### src/design/scbp_pkg.sv
// Shared types and constants for the strided convolution, batch norm and PReLU block.
// Used by the coefficient memory, the datapath, the result FIFO and the top level.
package scbp_pkg;

  localparam int SLOTS = 11;

  localparam int SLOT_TAP0  = 0;
  localparam int SLOT_TAP1  = 1;
  localparam int SLOT_TAP2  = 2;
  localparam int SLOT_CBIAS = 3;
  localparam int SLOT_MEAN  = 4;
  localparam int SLOT_SCALE = 5;
  localparam int SLOT_GAIN  = 6;
  localparam int SLOT_NBIAS = 7;
  localparam int SLOT_SLOPE = 8;
  localparam int SLOT_AGAIN = 9;
  localparam int SLOT_ABIAS = 10;

  localparam logic ACT_SAMPLE = 1'b0;
  localparam logic ACT_COEF   = 1'b1;

  localparam logic REG_CONV_SHIFT = 1'b0;
  localparam logic REG_NORM_SHIFT = 1'b1;

  localparam logic [4:0] SHIFT_RESET = 5'd14;

  localparam int FIFO_DEPTH = 16;
  localparam int FIFO_PW    = $clog2(FIFO_DEPTH);
  localparam int FIFO_CW    = $clog2(FIFO_DEPTH + 1);

  typedef logic [SLOTS-1:0][31:0] coef_row_t;

  typedef struct packed {
    logic [3:0] chan;
    logic [6:0] pos;
    logic       last_chan;
    logic       row_done;
  } res_tag_t;

  typedef struct packed {
    res_tag_t           tag;
    logic signed [31:0] value;
  } res_t;

endpackage

### src/design/scbp_res_fifo.sv
// Result queue between the datapath and the output channel.
// Holds finished results in order while the receiver stalls. Depends on scbp_pkg.
module scbp_res_fifo
  import scbp_pkg::*;
(
  input  logic clk,
  input  logic rst,
  input  logic wr_en,
  input  res_t wr_data,
  input  logic rd_en,
  output logic not_empty,
  output res_t head
);

  res_t entries [FIFO_DEPTH];

  logic [FIFO_PW-1:0] wr_ptr;
  logic [FIFO_PW-1:0] rd_ptr;
  logic [FIFO_CW-1:0] count;

  assign not_empty = (count != '0);
  assign head      = entries[rd_ptr];

  always_ff @(posedge clk) begin
    if (rst) begin
      wr_ptr <= '0;
      rd_ptr <= '0;
      count  <= '0;
    end else begin
      if (wr_en) begin
        wr_ptr <= wr_ptr + 1'b1;
      end
      if (rd_en) begin
        rd_ptr <= rd_ptr + 1'b1;
      end
      count <= count + FIFO_CW'(wr_en) - FIFO_CW'(rd_en);
    end
  end

  always_ff @(posedge clk) begin
    if (wr_en) begin
      entries[wr_ptr] <= wr_data;
    end
  end

endmodule

### config.mk
export PLATFORM = sky130hd
export DESIGN_NAME = scbp_res_fifo
export DESIGN_NICKNAME = d
export VERILOG_FILES = /design/src/design/scbp_pkg.sv /design/src/design/scbp_res_fifo.sv
export SDC_FILE = /design/constraint.sdc
export NUM_CORES = 1
export LEC_CHECK = 0
export BUFFER_PORTS_ARGS = -buffer_cell sky130_fd_sc_hd__clkbuf_2
export CORE_MARGIN = 5
export CORE_UTILIZATION = 55
export DETAILED_ROUTE_END_ITERATION = 8
export PLACE_DENSITY = 0.75
export SLEW_MARGIN = 15
export SYNTH_ARGS = -nofsm -noshare
export SYNTH_HDL_FRONTEND = slang
export SYNTH_SLANG_ARGS = --single-unit
### constraint.sdc
create_clock -name clk -period 1.95 [get_ports clk]
set_input_delay 0 -clock clk [delete_from_list [all_inputs] [get_ports clk]]
set_output_delay 0 -clock clk [all_outputs]
set_load 0.01 [all_outputs]
==> metrics.md <==
| Metric | Value |
|---|---|
| Final worst path period share | `124.3%` |
| CTS tree | `built` |
| Setup TNS | `-18.73 ns` |
| Row count | `82` |
| Commonest non-fill, non-tap cells in the layout | `edfxtp_1, mux4_2, clkbuf_2` |
| Boundary pin count | `95` |
| Final setup margin | `-0.4739 ns` |
| Failing checks | `negative setup slack` |
| Die X | `236.0 µm` |
| Remaining DRCs | `0` |
| Post-synthesis net count | `1256` |
| Via/cell ratio | `6.298` |
| Die height | `236.0 µm` |
| Peak VDD IR | `1.021 mV` |
| Worst setup EP type | `output pin` |
| H-tree depth | `3` |
| Area occupied by multi-input gates | `5932 µm²` |
| Hold Crit Depth | `3` |
| Drt total wl | `64390 µm` |
| FF-to-FF setup slack | `-0.03 ns` |
| Yosys cell types | `29` |
| Share of flip-flops with an asynchronous set or reset | `0%` |
| Max Slew Vio Count | `0` |
| Num CTS Buffers | `71` |
| Synth top area share | `76.96%` |
| First-pass GRT wire length | `94630 µm` |
| Antenna violations before repair | `1` |
| Drt first-iter violations | `1549` |
| Diode count | `0` |
| HPWL Detailed | `31890 µm` |
| Initial Utilization | `55.77%` |
| Reg2Reg Depth | `9` |
| Number of global-route vias before repair | `14.38k` |
| Measured slew at the worst slew-check pin | `0.4504 ns` |
| Data arrival, critical path | `2.42 ns` |
| Min-delay worst type | `primary input to flop` |
| Port bufs | `94` |
| CTS max path bufs | `3` |
| Share of layout cells above drive strength 1 | `35.35%` |
| Outcome | `complete, but fails checks` |
| Top cells by area, synth | `edfxtp_1, mux4_2, mux4_1` |
| Hold Crit Start | `rst` |
| FF-to-FF End | `count[4]` |
| Vias | `13.71k` |
| Clock root buffer | `clkbuf_16` |
| MaxCap Viol Count | `0` |
| GRT overflow | `0` |
| Die ar. | `55700 µm²` |
| Largest area contributor in the netlist | `edfxtp_1` |
| Seq. cell area | `21970 µm²` |
| Seq/Total Area, Yosys | `78.17%` |
| Yosys warns | `0` |
| Worst Hold Path EP | `count[4]` |
| Largest net degree at the start of global routing | `61` |
| Worst-Skew Late Latency | `0.60 ns` |
| Number of antenna-violating nets in the routed design | `0` |
| Crit-path max FO | `8` |
| Place WS | `-0.09818 ns` |
| Crit Path Class | `flop to output pin` |
| DRT Pass-1 Iters | `5` |
| Total global routing track utilization | `23.09%` |
| Count of flip-flops with a built-in enable after synthesis | `720` |
| Post-Syn Area | `28090 µm²` |
| Finished Core Util | `67.06%` |
| FF+latch count, synth | `737` |
| Cells after synthesis | `1195` |
| Avg Inst Size Synth | `23.51 µm²` |
| Crit path time final | `2.424 ns` |
| Worst reg2reg startpoint | `count[0]` |
| Final Hold Viols | `0` |
| Slew HR | `69.97%` |
| Nets | `1514` |
| Core Box Area | `50380 µm²` |
| CTS Sinks | `737` |
| Top_reg_cell synth | `edfxtp_1` |
| Pwr dens | `1017 nW/µm²` |
| Design Power | `0.03437 W` |
| RSZ-0062 raised after global routing | `true` |
| Leakage | `10.89 nW` |
| Startpoint type of the worst setup path | `flop` |
| Setup violators final | `46` |
| Commonest non-fill, non-tap cell in the layout | `edfxtp_1` |
| Area grow syn2layout | `20.25%` |
| Maximum clock frequency | `412.6 MHz` |
| Fillers | `3029` |
| Wire per inst | `29.58 µm` |
| Placer Congestion | `0.7201` |
| Worst EP required | `1.95 ns` |
| Skew final | `0.02947 ns` |
| Clock-pin transition on the worst setup and hold timing paths | `0.06 ns` |
==> cells in the mapped netlist, types with 2 or more instances <==
cell,instances
a21oi_1,3
a22oi_1,90
and2_1,17
buf_1,4
buf_12,11
buf_2,16
clkbuf_1,29
dfxtp_1,17
edfxtp_1,720
ha_1,11
inv_1,8
mux2i_1,2
mux4_1,64
mux4_2,116
nand2_1,48
nand4_1,2
nor2_1,15
nor2b_1,4
xnor2_1,4
xor2_1,5
==> final cells by class <==
| cell class | instances | share of cell area (%) |
|---|---|---|
| timing repair buffer | 246 | 8.163 |
| inverter | 8 | 0.08889 |
| tap | 672 | 2.489 |
| multi-input combinational | 389 | 17.56 |
| clock buffer | 91 | 5.607 |
| sequential | 737 | 65.03 |
| clock inverter | 34 | 1.063 |
==> layer usage <==
layer,share of wire (%),up-vias,wire (µm),GRT usage [%]
met5,0.017,-,11,0
met4,2.4,2,1553,5.612
met3,8.0,115,5145,4.591
met2,51,698,32870,38.96
met1,39,7255,24810,31.73
li1,-,5640,-,-
==> worst max path at each step <==
stage,to,slack (ns),cells after the start
floorplan,count[4],0.02,9
global placement,count[4],-0.05,9
detailed placement,count[4],-0.1,9
CTS,head[41],-0.51,6
global route,head[30],-0.57,7
finish,head[30],-0.47,7
==> stage by stage <==
stage / area, µm² / std cells / hold slack [ns]
floorplan: 28110 / 1195 / 0.06907
global placement: 30150 / 1972 / 0.3829
detailed placement: 30150 / 1972 / 0.4043
CTS: 33500 / 2165 / 0.3048
global route: 33780 / 2177 / 0.3545
finish: 33780 / 2177 / 0.3345
==> worst max-delay path: stages, from the launching register on <==
cell and delay, ns:
dfxtp_4 0.39, buf_12 0.16, buf_16 0.18, buf_8 0.14
mux4_2 0.51, a22oi_2 0.19, nand2_1 0.11, clkbuf_2 0.15
==> registers in the layout (all words and copies together) (netlist names), named ones only <==
| register | flops |
|---|---|
| count | 5 |
| entries | 720 |
| rd_ptr | 4 |
| wr_ptr | 4 |
==> cells by family (layout without fill, tap and decap cells) <==
family,after synthesis,in the layout,synth area share [%]
adders and majority gates,12,12,0.5611
muxes,182,182,15.36
DFF,737,737,78.17
AOI/OAI and AO/OA,95,95,2.503
buffers and inverters,69,379,1.657
and+or+nand+nor,91,91,1.474
xor gates and xnor gates,9,9,0.2806
==> what timing repair did <==
action	in CTS	in global routing
pin swaps	30	35
gates resized for setup	98	55
setup buffers	9	9
hold buffers	48	0
endpoints found under the setup margin	46	46
endpoints found under the hold margin	737	0
cloned	11	5
==> power by group <==
group          internal [W]  leakage [nW]  switching [W]
registers            0.0176          6.65      0.0000874
logic               0.00163          3.15        0.00156
clock network       0.00782          1.09        0.00565
total                0.0271          10.9        0.00730
(Power assumes the default switching activity.)
